`src/rtl/core/fss_pkg.sv`:
```
// ----------------------------------------------------------------------------
// Fan start and stall supervisor package
// Field widths, register map and supervisor state codes shared by the block.
// ----------------------------------------------------------------------------
`default_nettype none

package fss_pkg;

  localparam int unsigned REQ_W   = 16;
  localparam int unsigned DRIVE_W = 8;
  localparam int unsigned RPM_W   = 20;
  localparam int unsigned STATE_W = 3;
  localparam int unsigned CNT_W   = 16;
  localparam int unsigned EDGE_W  = 8;

  localparam int unsigned APB_AW  = 5;
  localparam int unsigned APB_DW  = 32;

  // Register index, taken from paddr[4:2]
  localparam logic [2:0] REG_START_TIMEOUT    = 3'd0;
  localparam logic [2:0] REG_START_EDGES      = 3'd1;
  localparam logic [2:0] REG_STABILIZE_DELAY  = 3'd2;
  localparam logic [2:0] REG_MEASURE_INTERVAL = 3'd3;
  localparam logic [2:0] REG_MIN_RPM          = 3'd4;
  localparam logic [2:0] REG_MAX_RPM          = 3'd5;

  localparam logic [CNT_W-1:0]  START_TIMEOUT_RST    = 16'd1000;
  localparam logic [EDGE_W-1:0] START_EDGES_RST      = 8'd8;
  localparam logic [CNT_W-1:0]  STABILIZE_DELAY_RST  = 16'd1000;
  localparam logic [CNT_W-1:0]  MEASURE_INTERVAL_RST = 16'd1000;
  localparam logic [CNT_W-1:0]  MIN_RPM_RST          = 16'd0;
  localparam logic [CNT_W-1:0]  MAX_RPM_RST          = 16'hFFFF;

  localparam logic [DRIVE_W-1:0] DRIVE_FULL = 8'd255;

  typedef enum logic [STATE_W-1:0] {
    ST_IDLE        = 3'd0,
    ST_STARTING    = 3'd1,
    ST_STABILIZING = 3'd2,
    ST_RUNNING     = 3'd3,
    ST_START_ERR   = 3'd4,
    ST_RUN_ERR     = 3'd5
  } fan_state_t;

  // What the tachometer reports for the tick being taken
  typedef struct packed {
    logic             edge_seen;
    logic [RPM_W-1:0] rpm;
  } tach_result_t;

endpackage

`default_nettype wire

```
`src/rtl/core/fss_if.sv`:
```
// ----------------------------------------------------------------------------
// Fan start and stall supervisor channels
// Valid/ready channels for the tick samples and for the status results.
// ----------------------------------------------------------------------------
`default_nettype none

interface fss_tick_if;
  logic                      valid;
  logic                      ready;
  logic                      tach_level;
  logic [fss_pkg::REQ_W-1:0] pwm_request;

  modport source (output valid, tach_level, pwm_request, input ready);
  modport sink   (input valid, tach_level, pwm_request, output ready);
endinterface

interface fss_status_if;
  logic                        valid;
  logic                        ready;
  logic [fss_pkg::STATE_W-1:0] fan_state;
  logic [fss_pkg::DRIVE_W-1:0] drive_level;
  logic [fss_pkg::RPM_W-1:0]   measured_rpm;
  logic                        tach_edge;

  modport source (output valid, fan_state, drive_level, measured_rpm, tach_edge,
                  input ready);
  modport sink   (input valid, fan_state, drive_level, measured_rpm, tach_edge,
                  output ready);
endinterface

`default_nettype wire

```
`src/rtl/core/fan_start_stall_supervisor.sv`:
```
// Latency: a tick's status is valid in the cycle after the tick is accepted.
// Throughput: one tick per cycle; the status register is the only stage, and a
// new tick is taken whenever that register is empty or being emptied.
// Reset (rst, synchronous): supervisor idle, all counters and rpm zero,
// configuration registers at their documented defaults, no status pending.
// ----------------------------------------------------------------------------
// Fan start and stall supervisor
// Spin-up, stabilisation and stall supervision of a fan from tachometer ticks.
// ----------------------------------------------------------------------------
`default_nettype none

module fan_start_stall_supervisor (
  input  wire logic                           clk,
  input  wire logic                           rst,
  fss_tick_if.sink                            tick,
  fss_status_if.source                        status,
  input  wire logic                           psel,
  input  wire logic                           penable,
  input  wire logic                           pwrite,
  input  wire logic [fss_pkg::APB_AW-1:0]     paddr,
  input  wire logic [fss_pkg::APB_DW-1:0]     pwdata,
  output logic      [fss_pkg::APB_DW-1:0]     prdata,
  output logic                                pready
);

  // Configuration registers
  logic [fss_pkg::CNT_W-1:0]  spinup_limit;
  logic [fss_pkg::EDGE_W-1:0] spinup_edges;
  logic [fss_pkg::CNT_W-1:0]  stabilize_delay;
  logic [fss_pkg::CNT_W-1:0]  measure_interval;
  logic [fss_pkg::CNT_W-1:0]  min_rpm;
  logic [fss_pkg::CNT_W-1:0]  max_rpm;

  logic       cfg_write;
  logic [2:0] reg_index;

  assign pready    = 1'b1;
  assign cfg_write = psel && penable && pwrite && pready;
  assign reg_index = paddr[fss_pkg::APB_AW-1:2];

  always_ff @(posedge clk) begin
    if (rst) begin
      spinup_limit     <= fss_pkg::START_TIMEOUT_RST;
      spinup_edges     <= fss_pkg::START_EDGES_RST;
      stabilize_delay  <= fss_pkg::STABILIZE_DELAY_RST;
      measure_interval <= fss_pkg::MEASURE_INTERVAL_RST;
      min_rpm          <= fss_pkg::MIN_RPM_RST;
      max_rpm          <= fss_pkg::MAX_RPM_RST;
    end else if (cfg_write) begin
      case (reg_index)
        fss_pkg::REG_START_TIMEOUT:    spinup_limit     <= pwdata[fss_pkg::CNT_W-1:0];
        fss_pkg::REG_START_EDGES:      spinup_edges     <= pwdata[fss_pkg::EDGE_W-1:0];
        fss_pkg::REG_STABILIZE_DELAY:  stabilize_delay  <= pwdata[fss_pkg::CNT_W-1:0];
        fss_pkg::REG_MEASURE_INTERVAL: measure_interval <= pwdata[fss_pkg::CNT_W-1:0];
        fss_pkg::REG_MIN_RPM:          min_rpm          <= pwdata[fss_pkg::CNT_W-1:0];
        fss_pkg::REG_MAX_RPM:          max_rpm          <= pwdata[fss_pkg::CNT_W-1:0];
        default: ;
      endcase
    end
  end

  always_comb begin
    case (reg_index)
      fss_pkg::REG_START_TIMEOUT:    prdata = {16'b0, spinup_limit};
      fss_pkg::REG_START_EDGES:      prdata = {24'b0, spinup_edges};
      fss_pkg::REG_STABILIZE_DELAY:  prdata = {16'b0, stabilize_delay};
      fss_pkg::REG_MEASURE_INTERVAL: prdata = {16'b0, measure_interval};
      fss_pkg::REG_MIN_RPM:          prdata = {16'b0, min_rpm};
      fss_pkg::REG_MAX_RPM:          prdata = {16'b0, max_rpm};
      default:                       prdata = '0;
    endcase
  end

  // Handshake: the status register parts the two channels
  logic out_valid;
  logic accept;

  assign tick.ready   = !out_valid || status.ready;
  assign accept       = tick.valid && tick.ready;
  assign status.valid = out_valid;

  // Tachometer
  fss_pkg::tach_result_t tach;

  fss_tach u_tach (
    .clk              (clk),
    .rst              (rst),
    .advance          (accept),
    .level            (tick.tach_level),
    .measure_interval (measure_interval),
    .result           (tach)
  );

  // Supervisor
  fss_pkg::fan_state_t        mode;
  logic [fss_pkg::CNT_W-1:0]  phase_ticks;
  logic [fss_pkg::EDGE_W-1:0] start_edge_count;
  logic [fss_pkg::DRIVE_W-1:0] drive_value;

  fss_pkg::fan_state_t         mode_next;
  logic [fss_pkg::CNT_W-1:0]   phase_ticks_next;
  logic [fss_pkg::EDGE_W-1:0]  start_edge_count_next;
  logic [fss_pkg::DRIVE_W-1:0] drive_value_next;

  fss_pkg::fan_state_t         mode_cur;
  logic [fss_pkg::DRIVE_W-1:0] duty;
  logic [fss_pkg::CNT_W:0]     phase_inc;
  logic [fss_pkg::EDGE_W-1:0]  edges_inc;
  logic                        rpm_ok;

  always_comb begin
    duty = (tick.pwm_request[fss_pkg::REQ_W-1:fss_pkg::DRIVE_W] != '0) ?
           fss_pkg::DRIVE_FULL : tick.pwm_request[fss_pkg::DRIVE_W-1:0];
    // The range check sees the rpm as updated by this same tick
    rpm_ok = (tach.rpm >= {4'b0, min_rpm}) && (tach.rpm <= {4'b0, max_rpm});
    phase_inc = {1'b0, phase_ticks} + 1'b1;
    edges_inc = (tach.edge_seen && start_edge_count != '1) ?
                start_edge_count + 1'b1 : start_edge_count;

    mode_cur              = (duty == '0) ? fss_pkg::ST_IDLE : mode;
    mode_next             = mode_cur;
    phase_ticks_next      = phase_ticks;
    start_edge_count_next = start_edge_count;
    drive_value_next      = drive_value;

    case (mode_cur)
      fss_pkg::ST_IDLE: begin
        // The tick that leaves idle leaves the drive as it was.
        if (duty != '0) begin
          mode_next             = fss_pkg::ST_STARTING;
          start_edge_count_next = '0;
          phase_ticks_next      = '0;
        end else begin
          drive_value_next = '0;
        end
      end
      fss_pkg::ST_STARTING: begin
        phase_ticks_next = phase_inc[fss_pkg::CNT_W] ? '1 : phase_inc[fss_pkg::CNT_W-1:0];
        if (phase_inc > {1'b0, spinup_limit}) begin
          mode_next = fss_pkg::ST_START_ERR;
        end else begin
          drive_value_next      = fss_pkg::DRIVE_FULL;
          start_edge_count_next = edges_inc;
          if (edges_inc >= spinup_edges) begin
            mode_next        = fss_pkg::ST_STABILIZING;
            phase_ticks_next = '0;
          end
        end
      end
      fss_pkg::ST_STABILIZING: begin
        drive_value_next = duty;
        if (phase_ticks < stabilize_delay) begin
          phase_ticks_next = phase_inc[fss_pkg::CNT_W-1:0];
        end else begin
          mode_next = fss_pkg::ST_RUNNING;
        end
      end
      fss_pkg::ST_RUNNING: begin
        drive_value_next = duty;
        if (!rpm_ok) begin
          mode_next = fss_pkg::ST_RUN_ERR;
        end
      end
      default: begin
        drive_value_next = duty;
        if (rpm_ok) begin
          mode_next = fss_pkg::ST_RUNNING;
        end
      end
    endcase
  end

  always_ff @(posedge clk) begin
    if (rst) begin
      mode             <= fss_pkg::ST_IDLE;
      phase_ticks      <= '0;
      start_edge_count <= '0;
      drive_value      <= '0;
      out_valid        <= 1'b0;
    end else begin
      if (accept) begin
        mode             <= mode_next;
        phase_ticks      <= phase_ticks_next;
        start_edge_count <= start_edge_count_next;
        drive_value      <= drive_value_next;
        out_valid        <= 1'b1;
      end else if (status.ready) begin
        out_valid <= 1'b0;
      end
    end
  end

  // Status payload register
  always_ff @(posedge clk) begin
    if (accept) begin
      status.fan_state    <= mode_next;
      status.drive_level  <= drive_value_next;
      status.measured_rpm <= tach.rpm;
      status.tach_edge    <= tach.edge_seen;
    end
  end

endmodule

`default_nettype wire

```
`src/rtl/core/fss_tach.sv`:
```
// ----------------------------------------------------------------------------
// Fan tachometer
// Counts pin level changes over a window of ticks and turns the count into rpm.
// ----------------------------------------------------------------------------
`default_nettype none

module fss_tach (
  input  wire logic                      clk,
  input  wire logic                      rst,
  input  wire logic                      advance,
  input  wire logic                      level,
  input  wire logic [fss_pkg::CNT_W-1:0] measure_interval,
  output fss_pkg::tach_result_t          result
);

  logic                      prev_level;
  logic [fss_pkg::CNT_W-1:0] window_edges;
  logic [fss_pkg::CNT_W-1:0] window_ticks;
  logic [fss_pkg::RPM_W-1:0] rpm_value;

  logic                      prev_level_next;
  logic [fss_pkg::CNT_W-1:0] window_edges_next;
  logic [fss_pkg::CNT_W-1:0] window_ticks_next;
  logic [fss_pkg::RPM_W-1:0] rpm_value_next;

  logic                      edge_seen;
  logic [fss_pkg::CNT_W-1:0] edges_inc;
  logic [fss_pkg::CNT_W:0]   ticks_inc;
  logic [fss_pkg::CNT_W-3:0] quads;
  logic [fss_pkg::RPM_W-1:0] rpm_calc;

  always_comb begin
    edge_seen = level ^ prev_level;
    edges_inc = (edge_seen && window_edges != '1) ? window_edges + 1'b1 : window_edges;
    ticks_inc = {1'b0, window_ticks} + 1'b1;
    // Whole groups of four level changes count as revolutions: rpm = (edges / 4) * 64 - (edges / 4) * 4
    quads     = edges_inc[fss_pkg::CNT_W-1:2];
    rpm_calc  = ({quads, 6'b0}) - ({4'b0, quads, 2'b0});

    prev_level_next = level;
    // An interval of zero closes the window on every tick, as an interval of one
    if (ticks_inc >= {1'b0, measure_interval}) begin
      rpm_value_next    = rpm_calc;
      window_edges_next = '0;
      window_ticks_next = '0;
    end else begin
      rpm_value_next    = rpm_value;
      window_edges_next = edges_inc;
      window_ticks_next = ticks_inc[fss_pkg::CNT_W-1:0];
    end

    result.edge_seen = edge_seen;
    result.rpm       = rpm_value_next;
  end

  always_ff @(posedge clk) begin
    if (rst) begin
      prev_level   <= 1'b0;
      window_edges <= '0;
      window_ticks <= '0;
      rpm_value    <= '0;
    end else if (advance) begin
      prev_level   <= prev_level_next;
      window_edges <= window_edges_next;
      window_ticks <= window_ticks_next;
      rpm_value    <= rpm_value_next;
    end
  end

endmodule

`default_nettype wire

```
`src/flat_wrapper.sv`:
```
// flat-port wrapper written by rule: the top's interface ports become plain ports
module fan_start_stall_supervisor_flat 
  (clk, rst, psel, penable, pwrite, paddr, pwdata, prdata, pready, tick_valid, tick_tach_level, tick_pwm_request, tick_ready, status_valid, status_fan_state, status_drive_level, status_measured_rpm, status_tach_edge, status_ready);
  fss_tick_if tick_i ();
  fss_status_if status_i ();
  input  wire logic clk;
  input  wire logic rst;
  input  wire logic psel;
  input  wire logic penable;
  input  wire logic pwrite;
  input  wire logic [fss_pkg::APB_AW-1:0] paddr;
  input  wire logic [fss_pkg::APB_DW-1:0] pwdata;
  output logic      [fss_pkg::APB_DW-1:0] prdata;
  output logic pready;
  input wire logic [$bits(tick_i.valid)-1:0] tick_valid;
  input wire logic [$bits(tick_i.tach_level)-1:0] tick_tach_level;
  input wire logic [$bits(tick_i.pwm_request)-1:0] tick_pwm_request;
  output wire logic [$bits(tick_i.ready)-1:0] tick_ready;
  output wire logic [$bits(status_i.valid)-1:0] status_valid;
  output wire logic [$bits(status_i.fan_state)-1:0] status_fan_state;
  output wire logic [$bits(status_i.drive_level)-1:0] status_drive_level;
  output wire logic [$bits(status_i.measured_rpm)-1:0] status_measured_rpm;
  output wire logic [$bits(status_i.tach_edge)-1:0] status_tach_edge;
  input wire logic [$bits(status_i.ready)-1:0] status_ready;
  assign tick_i.valid = tick_valid;
  assign tick_i.tach_level = tick_tach_level;
  assign tick_i.pwm_request = tick_pwm_request;
  assign tick_ready = tick_i.ready;
  assign status_valid = status_i.valid;
  assign status_fan_state = status_i.fan_state;
  assign status_drive_level = status_i.drive_level;
  assign status_measured_rpm = status_i.measured_rpm;
  assign status_tach_edge = status_i.tach_edge;
  assign status_i.ready = status_ready;
  fan_start_stall_supervisor u_core (.clk(clk), .rst(rst), .tick(tick_i), .status(status_i), .psel(psel), .penable(penable), .pwrite(pwrite), .paddr(paddr), .pwdata(pwdata), .prdata(prdata), .pready(pready));
endmodule
```
`config.mk`:
```
export PLATFORM = sky130hd
export DESIGN_NAME = fan_start_stall_supervisor_flat
export DESIGN_NICKNAME = d
export VERILOG_FILES = /design/src/rtl/core/fss_pkg.sv /design/src/rtl/core/fss_if.sv /design/src/rtl/core/fan_start_stall_supervisor.sv /design/src/rtl/core/fss_tach.sv /design/src/flat_wrapper.sv
export SDC_FILE = /design/constraint.sdc
export NUM_CORES = 1
export LEC_CHECK = 0
export BUFFER_PORTS_ARGS = -buffer_cell sky130_fd_sc_hd__buf_2
export CAP_MARGIN = 20
export CORE_UTILIZATION = 50
export CTS_CLUSTER_DIAMETER = 200
export CTS_CLUSTER_SIZE = 12
export DETAILED_ROUTE_END_ITERATION = 8
export PLACE_DENSITY_LB_ADDON = 0.1
export SKIP_CTS_REPAIR_TIMING = 1
export SYNTH_ARGS = -nofsm -noshare
export SYNTH_HDL_FRONTEND = slang
export SYNTH_SLANG_ARGS = --single-unit
```
`constraint.sdc`:
```
create_clock -name clk -period 7.45 [get_ports clk]
set_input_delay 1.1175 -clock clk [delete_from_list [all_inputs] [get_ports clk]]
set_output_delay 1.1175 -clock clk [all_outputs]
set_load 0.02 [all_outputs]
```
==> summary.md, run 1 <==
| Metric | Value |
|---|---|
| Achievable frequency | roughly 0.16 GHz |
| Synth async-reset ratio | 0% |
| Crit path largest cell delay | ~0.40 ns |
| Slew Viols, Final | 0 |
| Core Region | 24600 µm² |
| First-pass GRT wire length | around 55 mm |
| Number of antenna violations at the first check in global routing | 0 |
| Status | finished, final reports clean |
| CTS sink count | 209 |
| Layout net count | between 1500 and 2000 |
| Vias per cell | 5.70 |
| DRC | 0 |
| Critical path arrival | 6.61 ns |
| # setup viols final | 0 |
| Synth Instances | about 1600 |
| CP max-delay cell | o2111a_2 |
| Largest net degree at the start of global routing | 94 |
| Slew headroom | a little over a third |
| Layout cells sized above 1 | a little over a tenth |
| RSZ-0062 raised after global routing | no |
| Die Height | 161 µm |
| Seq cells post-synth | approximately 210 |
| Sequential area share after synthesis | about 35% |
| Worst hold path stage count | 2 |
| Commonest non-fill, non-tap cell in the layout | nand2_1 |
| Final Worst Setup Slack | ~1.1 ns |
| Htree depth | 1 |
| Main area contributors after synthesis | dfxtp_1, ha_1, edfxtp_1 |
| Worst Tran Pin Value | roughly 0.96 ns |
| Via Count | 11100 |
| DRT iter0 DRCs | 814 |
| Final wirelength | 33.4 mm |
| Total gr overflow | 0 |
| Diodes inserted | 0 |
| Drt first pass iters | 5 |
| Clock root buffer master | clkbuf_16 |
| DR WL/cell | 17.1 µm |
| Die area | about 26000 µm² |
| Place WS | 0.615 ns |
| I/O pins | approximately 130 |
| CP endpoint kind | flip-flop |
| HPWL Detailed | around 24 mm |
| Global Route Usage Sum | around a quarter |
| Fin util | 56.4% |
| Reg clk slew, reported paths | about 0.06 ns |
| CTS Buffer Depth | 3 |
| Cell Area, Placed | approximately 13000 µm² |
| Most frequent cells in the layout | nand2_1, dfxtp_1, nor2_1 |
| PwrDens | about 170 nW/µm² |
| Reg2Reg Setup Slack | 1.15 ns |
| Max-Cap Viols | 0 |
| Design area | 13900 µm² |
| Worst Path Required | ~7.7 ns |
| Area growth syn-to-layout | 9.20% |
| Antenna-violating nets left | 0 |
| Fin Clk Skew | about 0.0085 ns |
| Row count | 57 |
| Worst Hold Class | reg -> reg |
| Insertion delay to the later sink of the worst-skew pair | approximately 0.50 ns |
| Fin cells | 1949 |
| Synth unique cells | 74 |
| Total power | roughly 2.4 mW |
| Hold_ws | between 0.4 and 0.5 ns |
| Post-synth top flop | dfxtp_1 |
| Crit path launch type | input port |
| CTS Buf Count | 21 |
| Syn avg cell area | between 8 and 9 µm² |
| Mapped cell area | 12700 µm² |
| Cell taking the most area after synthesis | dfxtp_1 |
| Top cell type's share of synthesized area | 27.9% |
| Port buffer count | 92 |
| Gpl congestion | 0.902 |
| Die width | around 160 µm |
| Crit path time final | between 6 and 7 ns |
| Register-to-Register Path Depth | 22 |
| Syn. warnings | 0 |
| Most frequent CP cell | a21oi_1 |
| Worst Path Max Fanout | 6 |
| Final Hold Viols | 0 |
| CTS tree | yes |
| Peak supply drop | between 150 and 200 µV |
| Crit share post-route | 85.6% |
| Type of the worst setup path | in -> reg |
| Post-synth EDFFs | 32 |
| Vias in the first global route | roughly 10000 |
| Starting Density | between 50% and 60% |
| TNS Setup | 0 ns |
| Leak | between 5 and 6 nW |
| Placed Cells | about 1900 |
logic make-up after synthesis:
kind of cell / count (synthesis) / share of synthesized area [%]
AOI/OAI and AO/OA: 377 / 19.1
xor gates and xnor gates: 62 / 4.39
buffers and inverters: 218 / 7.07
and+or+nand+nor: 562 / 20.1
other: 2 / 0.0591
adders and majority gates: 102 / 10.0
DFF: 209 / 35.5
muxes: 43 / 3.82
layout make-up:
cell class,count,area [µm²]
clock buffer,28,552
fill,2317,10700
inverter,116,435
timing repair buffer,108,591
clock inverter,1,8.76
sequential,209,4500
tap,324,405
multi-input combinational,1163,7380
routing by layer:
| layer | global-route usage (%) | vias to the layer above | share of wire [%] |
|---|---|---|---|
| met1 | 36.0 | 5184 | 46 |
| met2 | 42.6 | 300 | 46 |
| li1 | - | 5585 | - |
| met4 | 6.56 | 0 | 2.1 |
| met3 | 2.82 | 43 | 5.0 |
| met5 | 0 | - | 0 |
critical path, delay by kind of cell:
| family | cells | cell delay (ns) |
|---|---|---|
| AO/OA/AOI/OAI | 10 | 2.35 |
| XOR/XNOR | 3 | 0.54 |
| adder cells (fa/ha/maj) | 2 | 0.64 |
| buffers and inverters | 3 | 0.39 |
| multiplexers | 1 | 0.32 |
| AND/OR/NAND/NOR | 6 | 1.23 |
path summary, 6_finish.rpt:
check,from,end
setup reg to reg,u_core.u_tach.window_ticks[2],u_core.status.fan_state[2]
hold / removal,u_core.u_tach.rpm_value[0],u_core.u_tach.rpm_value[0]
setup / recovery,tick_tach_level,u_core.status.fan_state[2]
hold reg to reg,u_core.u_tach.rpm_value[0],u_core.u_tach.rpm_value[0]
power breakdown:
part	switching [mW]	internal [mW]	total, mW
Combinational	0.188	0.0897	0.277
Clock	0.437	0.513	0.950
Sequential	0.0204	1.18	1.20
flip-flops by register name, summed over array words and instances, names as in the netlist, 3 cells and up:
| name | flops |
|---|---|
| u_core.drive_value | 8 |
| u_core.max_rpm | 16 |
| u_core.measure_interval | 16 |
| u_core.min_rpm | 16 |
| u_core.mode | 3 |
| u_core.phase_ticks | 16 |
| u_core.spinup_edges | 8 |
| u_core.spinup_limit | 16 |
| u_core.stabilize_delay | 16 |
| u_core.start_edge_count | 8 |
| u_core.status.drive_level | 8 |
| u_core.status.fan_state | 3 |
| u_core.status.measured_rpm | 20 |
| u_core.u_tach.rpm_value | 20 |
| u_core.u_tach.window_edges | 16 |
| u_core.u_tach.window_ticks | 16 |
Yosys cell counts, types with 15 or more instances:
cell type and count:
nand4_1 24, edfxtp_1 32, nand2_1 211, dfxtp_1 177, ha_1 102, nor4_1 17
nor2_1 156, mux2i_1 26, nand3_1 31, a21oi_1 152, inv_1 115, a21o_1 27
xor2_1 24, nand2b_1 17, buf_4 18, a22oi_1 20, o21ai_0 53, a211o_1 38
xnor2_1 36, or3_1 15, clkbuf_1 73, nor3_1 45
Power figures use the tool's default switching activity.
==> inputs of run 2 (changes only) <==
--- a/config.mk
+++ b/config.mk
@@ -11,7 +11,7 @@
 export CTS_CLUSTER_DIAMETER = 200
 export CTS_CLUSTER_SIZE = 12
 export DETAILED_ROUTE_END_ITERATION = 8
-export PLACE_DENSITY_LB_ADDON = 0.1
+export PLACE_DENSITY = 0.69
 export SKIP_CTS_REPAIR_TIMING = 1
 export SYNTH_ARGS = -nofsm -noshare
 export SYNTH_HDL_FRONTEND = slang
==> summary.md, run 2 (synthesized netlist as in run 1, its figures left out) <==
| Metric | Value |
|---|---|
| Status | finished, final reports clean (unchanged) |
| Insertion delay to the later sink of the worst-skew pair | 0.51 ns (was 0.50 ns) |
| CP max-delay cell | nor4_1 (was o2111a_2) |
| Slew headroom | 41.6% (was 35.9%) |
| Placed Cells | 1918 (was 1920) |
| I/O pins | 128 (unchanged) |
| Antenna-violating nets left | 0 (unchanged) |
| CTS sink count | 209 (unchanged) |
| Min-Delay Startpoint | u_core.u_tach.rpm_value[0] (unchanged) |
| Peak supply drop | 169 µV (was 152 µV) |
| Slew Viols, Final | 0 (unchanged) |
| First-pass GRT wire length | 53.9 mm (was 54.6 mm) |
| # setup viols final | 0 (unchanged) |
| Crit path time final | 6.50 ns (was 6.37 ns) |
| DR WL/cell | 17.2 µm (was 17.1 µm) |
| Worst Path Required | 7.69 ns (about the same) |
| Layout cells sized above 1 | 10.4% (was 10.5%) |
| Final Hold Viols | 0 (unchanged) |
| Commonest non-fill, non-tap cell in the layout | nand2_1 (unchanged) |
| Port buffer count | 92 (unchanged) |
| Biggest regs | u_core.status.measured_rpm x20, u_core.u_tach.rpm_value x20 (unchanged) |
| Launch point of the worst path | u_core.u_tach.window_edges[7] (was tick_tach_level) |
| Starting Density | 51.6% (unchanged) |
| DRT iter0 DRCs | 769 (was 814) |
| Layout net count | 1781 (was 1782) |
| CP top delay family | compound AO/OA/AOI/OAI gates (unchanged) |
| Worst Path Max Fanout | 6 (unchanged) |
| Place WS | 0.593 ns (was 0.615 ns) |
| Gpl congestion | 0.915 (was 0.902) |
| Diodes inserted | 0 (unchanged) |
| Worst Hold Class | reg -> reg (unchanged) |
| CTS Buf Count | 21 (unchanged) |
| Area growth syn-to-layout | 9.08% (was 9.20%) |
| Number of antenna violations at the first check in global routing | 0 (unchanged) |
| Fin cells | 1947 (was 1949) |
| Reg clk slew, reported paths | 0.07 ns (was 0.06 ns) |
| Max-Cap Viols | 0 (unchanged) |
| Fin util | 56.3% (was 56.4%) |
| Global Route Usage Sum | 25.4% (was 25.9%) |
| Core Region | 24600 µm² (unchanged) |
| Cell Area, Placed | 13300 µm² (about the same) |
| Area taken by multi-input logic gates | 7380 µm² (unchanged) |
| Clock root buffer master | clkbuf_16 (unchanged) |
| Crit Reg-Reg Endpoint | u_core.status.fan_state[2] (unchanged) |
| FF+latch area | 4500 µm² (unchanged) |
| Vias in the first global route | 10400 (about the same) |
| Final Worst Setup Slack | 0.953 ns (was 1.08 ns) |
| Critical path arrival | 6.74 ns (was 6.61 ns) |
| Crit path launch type | flip-flop (was input port) |
| Die area | 26100 µm² (unchanged) |
| Largest net degree at the start of global routing | 66 (was 94) |
| Fill cell total of the finished layout | 2237 (was 2317) |
| Via Count | 11300 (was 11100) |
| TNS Setup | 0 ns (unchanged) |
| Total power | 2.42 mW (was 2.43 mW) |
| Vias per cell | 5.83 (was 5.70) |
| Drt first pass iters | 7 (was 5) |
| Worst path buffer plus inverter count | 1 (was 3) |
| RSZ-0062 raised after global routing | no (unchanged) |
| HPWL Detailed | 24.5 mm (was 24.4 mm) |
| Leak | 5.87 nW (about the same) |
| FF-to-FF Start | u_core.u_tach.window_edges[7] (was u_core.u_tach.window_ticks[2]) |
| Type of the worst setup path | reg -> reg (was in -> reg) |
| Die Height | 161 µm (unchanged) |
| CTS tree | yes (unchanged) |
| Crit share post-route | 87.2% (was 85.6%) |
| Die width | 161 µm (unchanged) |
| CTS Buffer Depth | 3 (unchanged) |
| Worst hold path stage count | 2 (unchanged) |
| Row count | 57 (unchanged) |
| DRC | 0 (unchanged) |
| Hold_ws | 0.436 ns (was 0.440 ns) |
| WHS Endpoint | u_core.u_tach.rpm_value[0] (unchanged) |
| Crit path largest cell delay | 0.59 ns (was 0.40 ns) |
| CP endpoint kind | flip-flop (unchanged) |
| Reg2Reg Setup Slack | 0.95 ns (was 1.15 ns) |
| Register-to-Register Path Depth | 27 (was 22) |
| Design area | 13900 µm² (about the same) |
| Fin Clk Skew | 0.0156 ns (was 0.00855 ns) |
| Final wirelength | 33.4 mm (about the same) |
| Htree depth | 1 (unchanged) |
| Most frequent cells in the layout | nand2_1, dfxtp_1, nor2_1 (unchanged) |
| Total gr overflow | 0 (unchanged) |
| PwrDens | 175 nW/µm² (about the same) |
| Worst Tran Pin Value | 0.876 ns (was 0.961 ns) |
| Achievable frequency | 0.154 GHz (was 0.157 GHz) |
==> run 2: cell types whose count changed in the layout (fill, tap and decap cells not counted), sizes merged <==
cell    change
buf         -1
clkbuf      -1
==> run 2: power by group <==
group	switching, mW	internal, mW
registers	0.0210	1.18
logic	0.189	0.0899
clock network	0.434	0.511
total	0.644	1.78
==> run 2: metal layers <==
metal | global-route usage (%) | wire [µm] | vias up
met1 | 34.8 | 15100 | 5353
met2 | 42.1 | 15500 | 352
li1 | - | - | 5587
met4 | 6.78 | 845 | 0
met3 | 3.08 | 2050 | 55
met5 | 0 | 0 | -
==> run 2: worst register-to-register path, cell delays in order (launching register included) <==
cell       delay (ns)
dfxtp_1          0.43
nand4_2          0.19
or2_1            0.38
nor4_1           0.59
nor2_1           0.19
nand2_1          0.22
nor2_1           0.09
xor2_1           0.25
inv_1            0.08
ha_1             0.21
a21oi_1          0.30
o21ai_0          0.14
a21oi_1          0.17
o21ai_1          0.16
a21o_1           0.21
a21oi_1          0.16
xnor2_1          0.13
mux2_2           0.33
ha_1             0.30
a21oi_1          0.15
nor2_1           0.05
a211oi_1         0.22
o21a_1           0.15
o22ai_1          0.11
a2111oi_2        0.36
o2111a_2         0.41
o22a_1           0.19
nor2_1           0.04
==> run 2: final cells by class <==
cell class                 count  share of cell area [%]
inverter                     116                    3.14
timing repair buffer         107                    4.18
multi-input combinational   1163                    53.2
clock buffer                  27                    3.95
sequential                   209                    32.5
tap                          324                    2.92
clock inverter                 1                  0.0632
==> run 2: worst max path at each step <==
stage / to / depth (start not counted)
after floorplan: u_core.status.fan_state[2] / 26
after global placement: u_core.status.fan_state[2] / 27
after detailed placement: u_core.status.fan_state[2] / 27
after CTS: u_core.status.fan_state[2] / 23
after global routing: u_core.status.fan_state[2] / 23
final: u_core.status.fan_state[2] / 27
